===== config.mk =====
export PLATFORM = sky130hd
export DESIGN_NAME = mqtt_receive_deframer_flat
export DESIGN_NICKNAME = d
export VERILOG_FILES = /design/src/rtl/core/mrd_pkg.sv /design/src/rtl/core/mrd_in_if.sv /design/src/rtl/core/mrd_out_if.sv /design/src/rtl/core/mrd_parser.sv /design/src/rtl/core/mrd_out_reg.sv /design/src/rtl/core/mqtt_receive_deframer.sv /design/src/flat_wrapper.sv
export SDC_FILE = /design/constraint.sdc
export NUM_CORES = 1
export LEC_CHECK = 0
export ABC_AREA = 1
export BUFFER_PORTS_ARGS = -buffer_cell sky130_fd_sc_hd__buf_2
export CORE_ASPECT_RATIO = 1.75
export CORE_UTILIZATION = 25
export CTS_CLUSTER_DIAMETER = 60
export DETAILED_ROUTE_END_ITERATION = 10
export PLACE_DENSITY = 0.35
export SYNTH_ARGS = -nofsm -noshare
export SYNTH_HDL_FRONTEND = slang
export SYNTH_SLANG_ARGS = --single-unit

===== constraint.sdc =====
create_clock -name clk -period 6.2 [get_ports clk]
set_clock_uncertainty 0.1 [all_clocks]
set_input_delay 0 -clock clk [delete_from_list [all_inputs] [get_ports clk]]
set_output_delay 0 -clock clk [all_outputs]
set_load 0.01 [all_outputs]

===== src/rtl/core/mrd_pkg.sv =====
// Package for the MQTT receive deframer: event codes, opcodes, packet
// types, parser phase encoding and the result struct. No dependencies.
`timescale 1ns / 1ps

package mrd_pkg;

    localparam int ACC_W = 28;  // remaining length and body position
    localparam int CNT_W = 3;   // length byte counter
    localparam int TOP_W = 16;  // topic length
    localparam int MS_W  = 17;  // message start offset, at most 2 + 65535 + 2

    localparam logic OP_BYTE  = 1'b0;
    localparam logic OP_CLEAR = 1'b1;

    localparam logic [3:0] PKT_CONNACK = 4'd2;
    localparam logic [3:0] PKT_PUBLISH = 4'd3;

    localparam logic [2:0] EV_MSG_BYTE     = 3'd0;
    localparam logic [2:0] EV_EMPTY_MSG    = 3'd1;
    localparam logic [2:0] EV_CONNACK_OK   = 3'd2;
    localparam logic [2:0] EV_CONNACK_REF  = 3'd3;
    localparam logic [2:0] EV_BAD_LENGTH   = 3'd4;
    localparam logic [2:0] EV_BAD_TOPIC    = 3'd5;
    localparam logic [2:0] EV_SHORT_PUB    = 3'd6;

    typedef enum logic [3:0] {
        PH_HEADER  = 4'b0001,
        PH_LENGTH  = 4'b0010,
        PH_BODY    = 4'b0100,
        PH_OVERRUN = 4'b1000
    } phase_t;

    typedef struct packed {
        logic       valid;
        logic [2:0] event_res;
        logic [7:0] data;
        logic       last;
    } res_t;

endpackage


===== src/rtl/core/mrd_in_if.sv =====
// Input channel of the MQTT receive deframer: opcode and received byte.
// Uses no package.
`timescale 1ns / 1ps

interface mrd_in_if;
    logic       valid;
    logic       ready;
    logic       opcode;
    logic [7:0] rx_byte;

    modport source (output valid, output opcode, output rx_byte, input ready);
    modport sink   (input valid, input opcode, input rx_byte, output ready);
endinterface


===== src/rtl/core/mrd_out_if.sv =====
// Result channel of the MQTT receive deframer: event, data byte and last flag.
// Uses no package.
`timescale 1ns / 1ps

interface mrd_out_if;
    logic       valid;
    logic       ready;
    logic [2:0] event_res;
    logic [7:0] data;
    logic       last;

    modport source (output valid, output event_res, output data, output last,
                    input ready);
    modport sink   (input valid, input event_res, input data, input last,
                    output ready);
endinterface


===== src/rtl/core/mrd_parser.sv =====
// Parser state and next-state logic for the MQTT receive deframer.
// Depends on mrd_pkg.
`timescale 1ns / 1ps

module mrd_parser
    import mrd_pkg::*;
#(
    parameter int MAX_LENGTH_BYTES = 4
)
(
    input  logic       clk,
    input  logic       rst_n,
    input  logic       step,
    input  logic       opcode,
    input  logic [7:0] rx_byte,
    output res_t       res
);

    phase_t             phase_reg,  phase_next;
    logic [7:0]         header_reg, header_next;
    logic [ACC_W-1:0]   accum_reg,  accum_next;
    logic [CNT_W-1:0]   count_reg,  count_next;
    logic [ACC_W-1:0]   pos_reg,    pos_next;
    logic [TOP_W-1:0]   topic_reg,  topic_next;
    logic [MS_W-1:0]    mstart_reg, mstart_next;
    logic [7:0]         ack_reg,    ack_next;

    // Report given when a packet ends without streaming a byte on this word.
    function automatic res_t end_report(logic [3:0] ptype, logic [ACC_W-1:0] rem,
                                        logic [7:0] ack, logic [TOP_W-1:0] tl,
                                        logic [MS_W-1:0] ms);
        res_t r;
        r = '0;
        if (ptype == PKT_CONNACK)
        begin
            r.valid     = 1'b1;
            r.event_res = (rem >= ACC_W'(2) && ack == 8'h00) ? EV_CONNACK_OK
                                                               : EV_CONNACK_REF;
        end
        else if (ptype == PKT_PUBLISH)
        begin
            if (rem < ACC_W'(2))
            begin
                r.valid     = 1'b1;
                r.event_res = EV_SHORT_PUB;
            end
            else if (ACC_W'(tl) + ACC_W'(2) > rem)
            begin
                r.valid     = 1'b1;
                r.event_res = EV_BAD_TOPIC;
            end
            else if (ACC_W'(ms) == rem)
            begin
                r.valid     = 1'b1;
                r.event_res = EV_EMPTY_MSG;
            end
        end
        return r;
    endfunction

    always_comb
    begin
        logic [ACC_W-1:0] shifted;
        logic [ACC_W-1:0] topic_end;
        logic [MS_W-1:0]  offset;
        logic [3:0]       ptype;

        phase_next  = phase_reg;
        header_next = header_reg;
        accum_next  = accum_reg;
        count_next  = count_reg;
        pos_next    = pos_reg;
        topic_next  = topic_reg;
        mstart_next = mstart_reg;
        ack_next    = ack_reg;
        res         = '0;
        ptype       = header_reg[7:4];
        topic_end   = '0;
        offset      = '0;

        unique case (count_reg[1:0])
            2'd0:    shifted = ACC_W'(rx_byte[6:0]);
            2'd1:    shifted = ACC_W'(rx_byte[6:0]) << 7;
            2'd2:    shifted = ACC_W'(rx_byte[6:0]) << 14;
            default: shifted = ACC_W'(rx_byte[6:0]) << 21;
        endcase

        if (step)
        begin
            if (opcode == OP_CLEAR)
            begin
                phase_next  = PH_HEADER;
                header_next = '0;
                accum_next  = '0;
                count_next  = '0;
                pos_next    = '0;
                topic_next  = '0;
                mstart_next = '0;
                ack_next    = '0;
            end
            else
            begin
                unique case (phase_reg)
                    PH_HEADER:
                    begin
                        phase_next  = PH_LENGTH;
                        header_next = rx_byte;
                        accum_next  = '0;
                        count_next  = '0;
                        pos_next    = '0;
                        topic_next  = '0;
                        mstart_next = '0;
                        ack_next    = '0;
                    end
                    PH_LENGTH:
                    begin
                        accum_next = accum_reg | shifted;
                        count_next = count_reg + CNT_W'(1);
                        if (rx_byte[7])
                        begin
                            if (count_next >= CNT_W'(MAX_LENGTH_BYTES))
                                phase_next = PH_OVERRUN;
                        end
                        else if (accum_next == '0)
                        begin
                            // zero-length packet ends on its last length byte
                            phase_next = PH_HEADER;
                            res = end_report(ptype, accum_next, ack_reg, topic_reg,
                                             mstart_reg);
                        end
                        else
                        begin
                            phase_next = PH_BODY;
                        end
                    end
                    PH_OVERRUN:
                    begin
                        // swallow this word and resync on the next one
                        phase_next    = PH_HEADER;
                        res.valid     = 1'b1;
                        res.event_res = EV_BAD_LENGTH;
                    end
                    PH_BODY:
                    begin
                        if (ptype == PKT_CONNACK)
                        begin
                            if (pos_reg == ACC_W'(1))
                                ack_next = rx_byte;
                        end
                        else if (ptype == PKT_PUBLISH)
                        begin
                            if (pos_reg == '0)
                            begin
                                topic_next = {rx_byte, 8'h00};
                            end
                            else if (pos_reg == ACC_W'(1))
                            begin
                                topic_next = topic_reg | {8'h00, rx_byte};
                                topic_end  = ACC_W'(topic_next) + ACC_W'(2);
                                offset     = MS_W'(topic_end);
                                // skip the packet id when QoS is set and it fits
                                if (topic_end <= accum_reg && header_reg[2:1] != 2'b00
                                    && accum_reg >= topic_end + ACC_W'(2))
                                    offset = offset + MS_W'(2);
                                mstart_next = offset;
                            end
                            else if (pos_reg >= ACC_W'(mstart_reg)
                                     && ACC_W'(topic_reg) + ACC_W'(2) <= accum_reg)
                            begin
                                res.valid     = 1'b1;
                                res.event_res = EV_MSG_BYTE;
                                res.data      = rx_byte;
                                res.last      = (pos_reg + ACC_W'(1) == accum_reg);
                            end
                        end
                        pos_next = pos_reg + ACC_W'(1);
                        if (pos_next >= accum_reg)
                        begin
                            phase_next = PH_HEADER;
                            if (!res.valid)
                                res = end_report(ptype, accum_reg, ack_next, topic_next,
                                                 mstart_next);
                        end
                    end
                    default:
                    begin
                        phase_next = PH_HEADER;
                    end
                endcase
            end
        end
    end

    always_ff @(posedge clk or negedge rst_n)
    begin
        if (!rst_n)
        begin
            phase_reg  <= PH_HEADER;
            header_reg <= '0;
            accum_reg  <= '0;
            count_reg  <= '0;
            pos_reg    <= '0;
            topic_reg  <= '0;
            mstart_reg <= '0;
            ack_reg    <= '0;
        end
        else
        begin
            phase_reg  <= phase_next;
            header_reg <= header_next;
            accum_reg  <= accum_next;
            count_reg  <= count_next;
            pos_reg    <= pos_next;
            topic_reg  <= topic_next;
            mstart_reg <= mstart_next;
            ack_reg    <= ack_next;
        end
    end

endmodule


===== src/rtl/core/mrd_out_reg.sv =====
// Result register of the MQTT receive deframer, driving the result channel.
// Depends on mrd_pkg and mrd_out_if.
`timescale 1ns / 1ps

module mrd_out_reg
    import mrd_pkg::*;
(
    input  logic             clk,
    input  logic             rst_n,
    input  res_t             res,
    output logic             free,
    mrd_out_if.source        res_ch
);

    logic       valid_reg, valid_next;
    logic [2:0] event_reg;
    logic [7:0] data_reg;
    logic       last_reg;

    // a new word may enter when no result is held or the held result leaves in the same cycle
    assign free = !valid_reg || res_ch.ready;

    always_comb
    begin
        valid_next = valid_reg;
        if (res.valid)
            valid_next = 1'b1;
        else if (res_ch.ready)
            valid_next = 1'b0;
    end

    always_ff @(posedge clk or negedge rst_n)
    begin
        if (!rst_n)
            valid_reg <= 1'b0;
        else
            valid_reg <= valid_next;
    end

    always_ff @(posedge clk)
    begin
        if (res.valid)
        begin
            event_reg <= res.event_res;
            data_reg  <= res.data;
            last_reg  <= res.last;
        end
    end

    assign res_ch.valid     = valid_reg;
    assign res_ch.event_res = event_reg;
    assign res_ch.data      = data_reg;
    assign res_ch.last      = last_reg;

endmodule


===== src/rtl/core/mqtt_receive_deframer.sv =====
// Top level of the MQTT receive deframer: parser plus result register.
// Depends on mrd_pkg, mrd_in_if, mrd_out_if, mrd_parser and mrd_out_reg.
//
//   channel  dir  payload                  notes
//   rx_ch    in   opcode, rx_byte          one word per cycle
//   res_ch   out  event_res, data, last    zero or one result per input word
//
// Each accepted word is parsed in the cycle it is accepted; its result, if
// any, shows on res_ch in the next cycle from the result register.
// Sustained rate is one word per clock; rx_ch.ready drops only while a held
// result is stalled by res_ch.ready low.
// Reset returns the parser to expecting a header byte and empties the result
// register. Opcode clear does the same for the parser without a result.
`timescale 1ns / 1ps

module mqtt_receive_deframer
    import mrd_pkg::*;
#(
    parameter int MAX_LENGTH_BYTES = 4
)
(
    input  logic       clk,
    input  logic       rst_n,
    mrd_in_if.sink     rx_ch,
    mrd_out_if.source  res_ch
);

    logic free;
    logic step;
    res_t res;

    assign rx_ch.ready = free;
    assign step        = rx_ch.valid && free;

    mrd_parser #(
        .MAX_LENGTH_BYTES (MAX_LENGTH_BYTES)
    ) u_parser (
        .clk     (clk),
        .rst_n   (rst_n),
        .step    (step),
        .opcode  (rx_ch.opcode),
        .rx_byte (rx_ch.rx_byte),
        .res     (res)
    );

    mrd_out_reg u_out_reg (
        .clk    (clk),
        .rst_n  (rst_n),
        .res    (res),
        .free   (free),
        .res_ch (res_ch)
    );

    a_result_needs_word: assert property (@(posedge clk) disable iff (!rst_n)
        $rose(res_ch.valid) |-> $past(rx_ch.valid && rx_ch.ready))
        else $error("result appeared without an accepted word");

    a_clear_silent: assert property (@(posedge clk) disable iff (!rst_n)
        (rx_ch.valid && rx_ch.ready && rx_ch.opcode == OP_CLEAR) |=> !res_ch.valid)
        else $error("clear request produced a result");

    a_held_not_lost: assert property (@(posedge clk) disable iff (!rst_n)
        (res_ch.valid && !res_ch.ready) |-> !rx_ch.ready)
        else $error("input taken while a stalled result is held");

    a_data_only_msg: assert property (@(posedge clk) disable iff (!rst_n)
        (res_ch.valid && res_ch.event_res != EV_MSG_BYTE)
            |-> (res_ch.data == 8'h00 && !res_ch.last))
        else $error("data or last set on a non-message event");

endmodule

===== src/flat_wrapper.sv =====
// flat-port wrapper written by rule: the top's interface ports become plain ports
module mqtt_receive_deframer_flat import mrd_pkg::*;
#(
    parameter int MAX_LENGTH_BYTES = 4
)
  (clk, rst_n, rx_ch_valid, rx_ch_opcode, rx_ch_rx_byte, rx_ch_ready, res_ch_valid, res_ch_event_res, res_ch_data, res_ch_last, res_ch_ready);
  mrd_in_if rx_ch_i ();
  mrd_out_if res_ch_i ();
  input  logic clk;
  input  logic rst_n;
  input wire logic [$bits(rx_ch_i.valid)-1:0] rx_ch_valid;
  input wire logic [$bits(rx_ch_i.opcode)-1:0] rx_ch_opcode;
  input wire logic [$bits(rx_ch_i.rx_byte)-1:0] rx_ch_rx_byte;
  output wire logic [$bits(rx_ch_i.ready)-1:0] rx_ch_ready;
  output wire logic [$bits(res_ch_i.valid)-1:0] res_ch_valid;
  output wire logic [$bits(res_ch_i.event_res)-1:0] res_ch_event_res;
  output wire logic [$bits(res_ch_i.data)-1:0] res_ch_data;
  output wire logic [$bits(res_ch_i.last)-1:0] res_ch_last;
  input wire logic [$bits(res_ch_i.ready)-1:0] res_ch_ready;
  assign rx_ch_i.valid = rx_ch_valid;
  assign rx_ch_i.opcode = rx_ch_opcode;
  assign rx_ch_i.rx_byte = rx_ch_rx_byte;
  assign rx_ch_ready = rx_ch_i.ready;
  assign res_ch_valid = res_ch_i.valid;
  assign res_ch_event_res = res_ch_i.event_res;
  assign res_ch_data = res_ch_i.data;
  assign res_ch_last = res_ch_i.last;
  assign res_ch_i.ready = res_ch_ready;
  mqtt_receive_deframer #(.MAX_LENGTH_BYTES(MAX_LENGTH_BYTES)) u_core (.clk(clk), .rst_n(rst_n), .rx_ch(rx_ch_i), .res_ch(res_ch_i));
endmodule

Word-level counts from Yosys, hierarchy flattened:

Cells that the tools add are included.

* register bits after elaboration: 125
* input port bits: 13

* reduce and logical (&&, ||, !) cells: 23
* multiplexer cells: 71
* $lt $le $gt $ge: 12
* eq/ne operators: 14
* add/sub/neg operators: 7
* bitwise gates (word level): 3

Operator list (number)
* $mux 13: 14
* $mux 17: 9
* $mux 16: 8
* $pmux 28 s2: 2
* $pmux 28 s3: 1
* $mux 8: 8
* $eq 17x28->1: 2
* $ge 28x2->1 const B: 2
* $le 17x28->1: 2
* $logic_not 28->1: 2
* $lt 28x2->1 const B: 2
* $mux 28: 2
* $mux 4: 14
* $add 16x2->17 const B: 3
* $pmux 17 s2: 1
* $pmux 16 s2: 1
* $add 28x1->28 const B: 1
* $eq 28x1->1 const B: 1
* $eq 28x28->1: 1
* $ge 28x17->1: 1
* $ge 28x18->1: 1
* $ge 28x28->1: 1
* $gt 17x28->1: 1
* $gt 28x28->1: 1
* other kinds (31): 49

Longest topological paths before layout:

* depth in word-level cells: 25
* depth in mapped cells: 41
* gate-level depth less buffers: 41

By module:

From an unflattened synthesis, not the netlist that was laid out.

* cell total of the unflattened synthesis: 1689
* area, all modules: 12161.7 µm²

Modules (own cells, without submodules)
* mrd_parser: times used 1, area an instance 11748.8 µm², sequential area each 2753.9 µm², cells each 1670
* mrd_out_reg: times used 1, area an instance 405.4 µm², sequential area each 385.4 µm², cells each 17
* mqtt_receive_deframer: times used 1, area an instance 7.5 µm², sequential area each 0.0 µm², cells each 2

Worst setup path before layout:

OpenSTA, ideal clock, no wires.

* kind: register -> register
* from: register u_core.u_parser.pos_reg[0]
* to: register u_core.u_out_reg.data_reg[0] (netlist: u_core.u_out_reg.res_ch.data[0]), enable pin
* setup slack: 1637 ps
* data required time: 5756 ps
* period minus slack after synthesis: 4563 ps
* cell stages (with the launch flop): 32
* path buffers: 1
* arrival time: 4120 ps
* setup time: 344 ps
* cell sequence: dfrtp_1 inv_1 ha_1 inv_1 nor4_1 nand2_1 nor2_4 inv_2 buf_2 nand2_1 inv_1 ha_1 nor3b_2 nand2_2 nor3_2 nand3_2 xor2_1 inv_1 ha_1 nand4_1 nor3_1 o31ai_1 o211ai_1 a21oi_1 or2_2 nand2_1 nand2_1 nand2_1 nand2_1 nand2_1 nand2_1 inv_1

* longest elaborated chain between the ends: 19
* elaborated cells on any way between the ends: 41

RTL lines
* from (decl): line mrd_parser.sv:23 `logic [ACC_W-1:0] pos_reg, pos_next;`
* from (signal assigned): line mrd_parser.sv:213 `pos_reg <= pos_next;`
* $eq 28x1->1: line mrd_parser.sv:156 `else if (pos_reg == ACC_W'(1))`
* $mux 16 or $mux 17 (tied branches): line mrd_parser.sv:156
* $mux 16 or $mux 17 (tied branches): line mrd_parser.sv:152 `if (pos_reg == '0)`
* $mux 16 or $mux 17 (tied branches): line mrd_parser.sv:150 `else if (ptype == PKT_PUBLISH)`
* $mux 16 or $mux 17 (tied branches): line mrd_parser.sv:145 `if (ptype == PKT_CONNACK)`
* $mux 16 or $mux 17 (tied branches): line mrd_parser.sv:103 `unique case (phase_reg)`
* $mux 16 or $mux 17 (tied branches): line mrd_parser.sv:90 `if (opcode == OP_CLEAR)`
* $mux 16 or $mux 17 (tied branches): line mrd_parser.sv:88 `if (step)`
* [... 3 more ...]
* $mux 4: line mrd_parser.sv:42 `if (rem < ACC_W'(2))`
* $mux 4: line mrd_parser.sv:40 `else if (ptype == PKT_PUBLISH)`
* $mux 4: line mrd_parser.sv:34 `if (ptype == PKT_CONNACK)`
* $mux 13: line mrd_parser.sv:180 `if (!res.valid)`
* $mux 13 (*): line mrd_parser.sv:177 `if (pos_next >= accum_reg)`
* $pmux 4 s3 (*): line mrd_parser.sv:103
* $mux 13 (*): line mrd_parser.sv:90
* $mux 13 (*): line mrd_parser.sv:88
* to (signal assigned): line mrd_out_reg.sv:45 `data_reg <= res.data;`
* to (decl): line mrd_out_reg.sv:17 `logic [7:0] data_reg;`

Mark *: on every way between the ends. The rest lies on a longest branch, timed or not. The select of a mux whose other input is x is not followed.
A chain may end at the register's enable or synchronous reset.

Worst setup path after layout:

* from: register u_core.u_parser.topic_reg[2]
* to: register u_core.u_out_reg.data_reg[2] (netlist: u_core.u_out_reg.res_ch.data[2]), enable pin

* longest elaborated chain between the ends: 24
* elaborated cells on any way between the ends: 54

RTL lines
* from (decl): line mrd_parser.sv:24 `logic [TOP_W-1:0] topic_reg, topic_next;`
* from (signal assigned): line mrd_parser.sv:214 `topic_reg <= topic_next;`
* $or 16x8->16: line mrd_parser.sv:158 `topic_next = topic_reg | {8'h00, rx_byte};`
* $add 16x2->17: line mrd_parser.sv:159 `topic_end = ACC_W'(topic_next) + ACC_W'(2);`
* $add 17x2->18 or $le 17x28->1 (tied branches): line mrd_parser.sv:163, mrd_parser.sv:162
* $ge 28x18->1 or $logic_and 1x1->1 (tied branches): line mrd_parser.sv:163, mrd_parser.sv:162
* $logic_and 1x1->1: line mrd_parser.sv:163 `&& accum_reg >= topic_end + ACC_W'(2))`
* $mux 17: line mrd_parser.sv:162 `if (topic_end <= accum_reg && header_reg[2:1] != 2'b00`
* $mux 17: line mrd_parser.sv:156
* $mux 17: line mrd_parser.sv:152
* [... 8 more ...]
* $mux 4: line mrd_parser.sv:42
* $mux 4: line mrd_parser.sv:40
* $mux 4: line mrd_parser.sv:34
* $mux 13: line mrd_parser.sv:180
* $mux 13: line mrd_parser.sv:177
* $pmux 4 s3 (*): line mrd_parser.sv:103
* $mux 13 (*): line mrd_parser.sv:90
* $mux 13 (*): line mrd_parser.sv:88

Marks and branches as above.

==> impl_metrics.json <==
{
  "postSynth.asyncResetShare": 0.9024,
  "hold_path_class": "input pin to flop",
  "drt_iter0_markers": 514,
  "rsz0062_at_grt": "false",
  "grt_usage": 0.2200,
  "cp_data_required_time_ns": 6.25,
  "gp_congestion": 0.8781,
  "chipWidth_um": 162.6,
  "grt_pass1_wl_mm": 73.03,
  "critPathMaxFanout": 19,
  "slew_headroom": 0.3481,
  "yosys-top-cells-area": "dfrtp_1, ha_1, nand2_1",
  "tns_ns": 0,
  "synth_nets": 1740,
  "setup_viol": 0,
  "synth_top_area_frac": 0.2440,
  "clock_sinks": 123,
  "vias": 10961,
  "clk_path_buf_depth": 2,
  "wl_per_cell_um": 22.03,
  "dieHeight_um": 283.0,
  "core_um2": 44410,
  "power_per_cell_area_nw_per_um2": 172.7,
  "critPathCaptureType": "flop",
  "slowest_delay_ns": 0.40,
  "seqPwrFrac": 0.372,
  "place_ws_ns": 0.1271,
  "clock-root-buffer": "clkbuf_16",
  "status": "finished, final reports clean",
  "fillers": 5055,
  "holdPathStages": 3,
  "rows": 102,
  "worstSkewPairLatency_ns": 0.44,
  "clk_pin_slew_ns": 0.07,
  "postRouteAntennaNets": 0,
  "diodes": 0,
  "antenna_found_initial": 0,
  "switching_power_uw": 676.0,
  "pwr-share-clk": 0.490,
  "initial_core_util": 0.2540,
  "fmax_mhz": 176.3,
  "path_class": "flop to flop",
  "hold_violations": 0,
  "yosys.area.top_type": "dfrtp_1",
  "die_area_um2": 46020,
  "avgViaCountPerCell": 4.887,
  "layout-drive-gt1-share": 0.1245,
  "yosysMostFrequentCell": "nand2_1",
  "dp_hpwl_mm": 39.14,
  "crit_slowest_cell": "dfrtp_1",
  "avgSynthCellArea_um2": 7.051,
  "grt_max_degree": 59,
  "rr_worst_depth": 38,
  "cp-start-kind": "flop",
  "cts_inserted_buffers": 17,
  "synth_seq_cells": 123,
  "yosys_most_used_dff": "dfrtp_1",
  "synth_common_cells": "nand2_1, inv_1, ha_1",
  "peakVddDrop_mv": 0.1741,
  "worstPathArrival_ns": 5.73,
  "wirelength_mm": 49.42,
  "first_pass_iters": 5,
  "worstMarginPinSlew_ns": 0.9689,
  "ios": 27,
  "cap_violations": 0,
  "route.detailed.drc": 0,
  "synth_warnings": 0,
  "synth_edf_count": 12,
  "p_int_mw": 1.573,
  "synth_cells": 1600,
  "ys_seq_area_frac": 0.2783,
  "area_growth_pct": 15.43,
  "worst_slack_ns": 0.5267,
  "cts_tree": "done",
  "grt_pass1_vias": 11273,
  "p_leak_nw": 6.425,
  "final_max_slew_viol_count": 0,
  "fin_crit_sh": 0.9150,
  "synth.distinct_cells": 54,
  "crit_top_cell": "nand2_1",
  "final_nets": 1798,
  "post_cts_buffers": 0,
  "period_minus_slack_ns": 5.673,
  "io_buffers": 26,
  "grt_overflow_total": 0,
  "htreeDepth": 4,
  "power_frac_comb": 0.139,
  "syn-cell-area_um2": 11280,
  "p_sw_frac": 0.3006
}
==> critical path, delay by kind of cell, from the launching register on <==
family,cells,cell delay [ns]
buf+inv,7,0.71
fa+ha+maj,2,0.66
compound gates,2,0.33
simple gates,27,3.19
flops,1,0.40
==> what timing repair did <==
| item | CTS | global route |
|---|---|---|
| endpoints found under the hold margin | 72 | 0 |
| endpoints found under the setup margin | 0 | 13 |
| resized for setup | 0 | 5 |
| hold buffers | 10 | 0 |
==> power by group through the flow <==
stage | Combinational (mW) | Clock [mW] | Sequential (mW)
2_1_floorplan | 0.178 | 0 | 0.846
3_3_place_gp | 0.309 | 0 | 0.850
3_5_place_dp | 0.308 | 0 | 0.850
4_1_cts | 0.314 | 1.13 | 0.835
5_1_grt | 0.344 | 1.16 | 0.837
6_report | 0.312 | 1.10 | 0.836
==> cell type report <==
class	instances	area, µm²	area share
Clock inverter	14	180.2	0.01384
Sequential cell	123	3139	0.2411
Clock buffer	18	450.4	0.03459
Timing Repair Buffer	72	515.5	0.03958
Tap cell	572	715.7	0.05496
Multi-Input combinational cell	1165	6974	0.5355
Inverter	279	1047	0.08042
==> logic make-up after synthesis <==
family,share of synthesized area
XOR/XNOR,0.03726
adder cells (fa/ha/maj),0.1408
AO/OA/AOI/OAI,0.1381
AND/OR/NAND/NOR,0.2985
buffers and inverters,0.1067
other,0.0003324
flip-flops,0.2783
==> path summary, 6_finish.rpt <==
kind	slack, ns	startpoint	endpoint
setup / recovery	0.53	u_core.u_parser.topic_reg[2]	u_core.u_out_reg.res_ch.data[2]
hold / removal	0.03	rx_ch_rx_byte[5]	u_core.u_parser.accum_reg[19]
setup reg to reg	0.53	u_core.u_parser.topic_reg[2]	u_core.u_out_reg.res_ch.data[2]
hold reg to reg	0.39	u_core.u_parser.header_reg[1]	u_core.u_parser.header_reg[1]
max in group asynchronous	4.51	rst_n	u_core.u_parser.topic_reg[6]
min in group asynchronous	0.09	rst_n	u_core.u_parser.pos_reg[19]
==> placed cells by master (no fill, tap or decap), types with 46 or more instances in the layout <==
| cell | synthesis | layout |
|---|---|---|
| a21oi_1 | 70 | 70 |
| dfrtp_1 | 110 | 110 |
| ha_1 | 127 | 127 |
| inv_1 | 248 | 248 |
| nand2_1 | 353 | 353 |
| nand3_1 | 104 | 103 |
| nor2_1 | 106 | 103 |
| o21ai_0 | 78 | 78 |
| o22ai_1 | 81 | 81 |
| xor2_1 | 46 | 46 |
==> per-layer routing <==
layer	vias up	wire length (µm)	GRT usage	part of all wire
li1	5431	-	-	-
met1	5269	18690	0.2308	0.38
met2	179	27490	0.4300	0.56
met3	82	1125	0.01991	0.023
met4	0	2114	0.09977	0.043
met5	-	0	0	0
==> per-stage QoR <==
step           std cells  hold slack [ns]  utilization  power, mW  cell area [µm²]
2_1_floorplan       1600          -0.3956            -      1.024            11280
5_1_grt             2243          0.02564       0.2932      2.339            13020
6_report            2243          0.02862       0.2932      2.249            13020
3_5_place_dp        2200          0.03449       0.2762      1.159            12270
3_3_place_gp        2200          0.03612       0.2762      1.160            12270
4_1_cts             2242          0.01892       0.2927      2.282            13000
(Power assumes the default switching activity.)
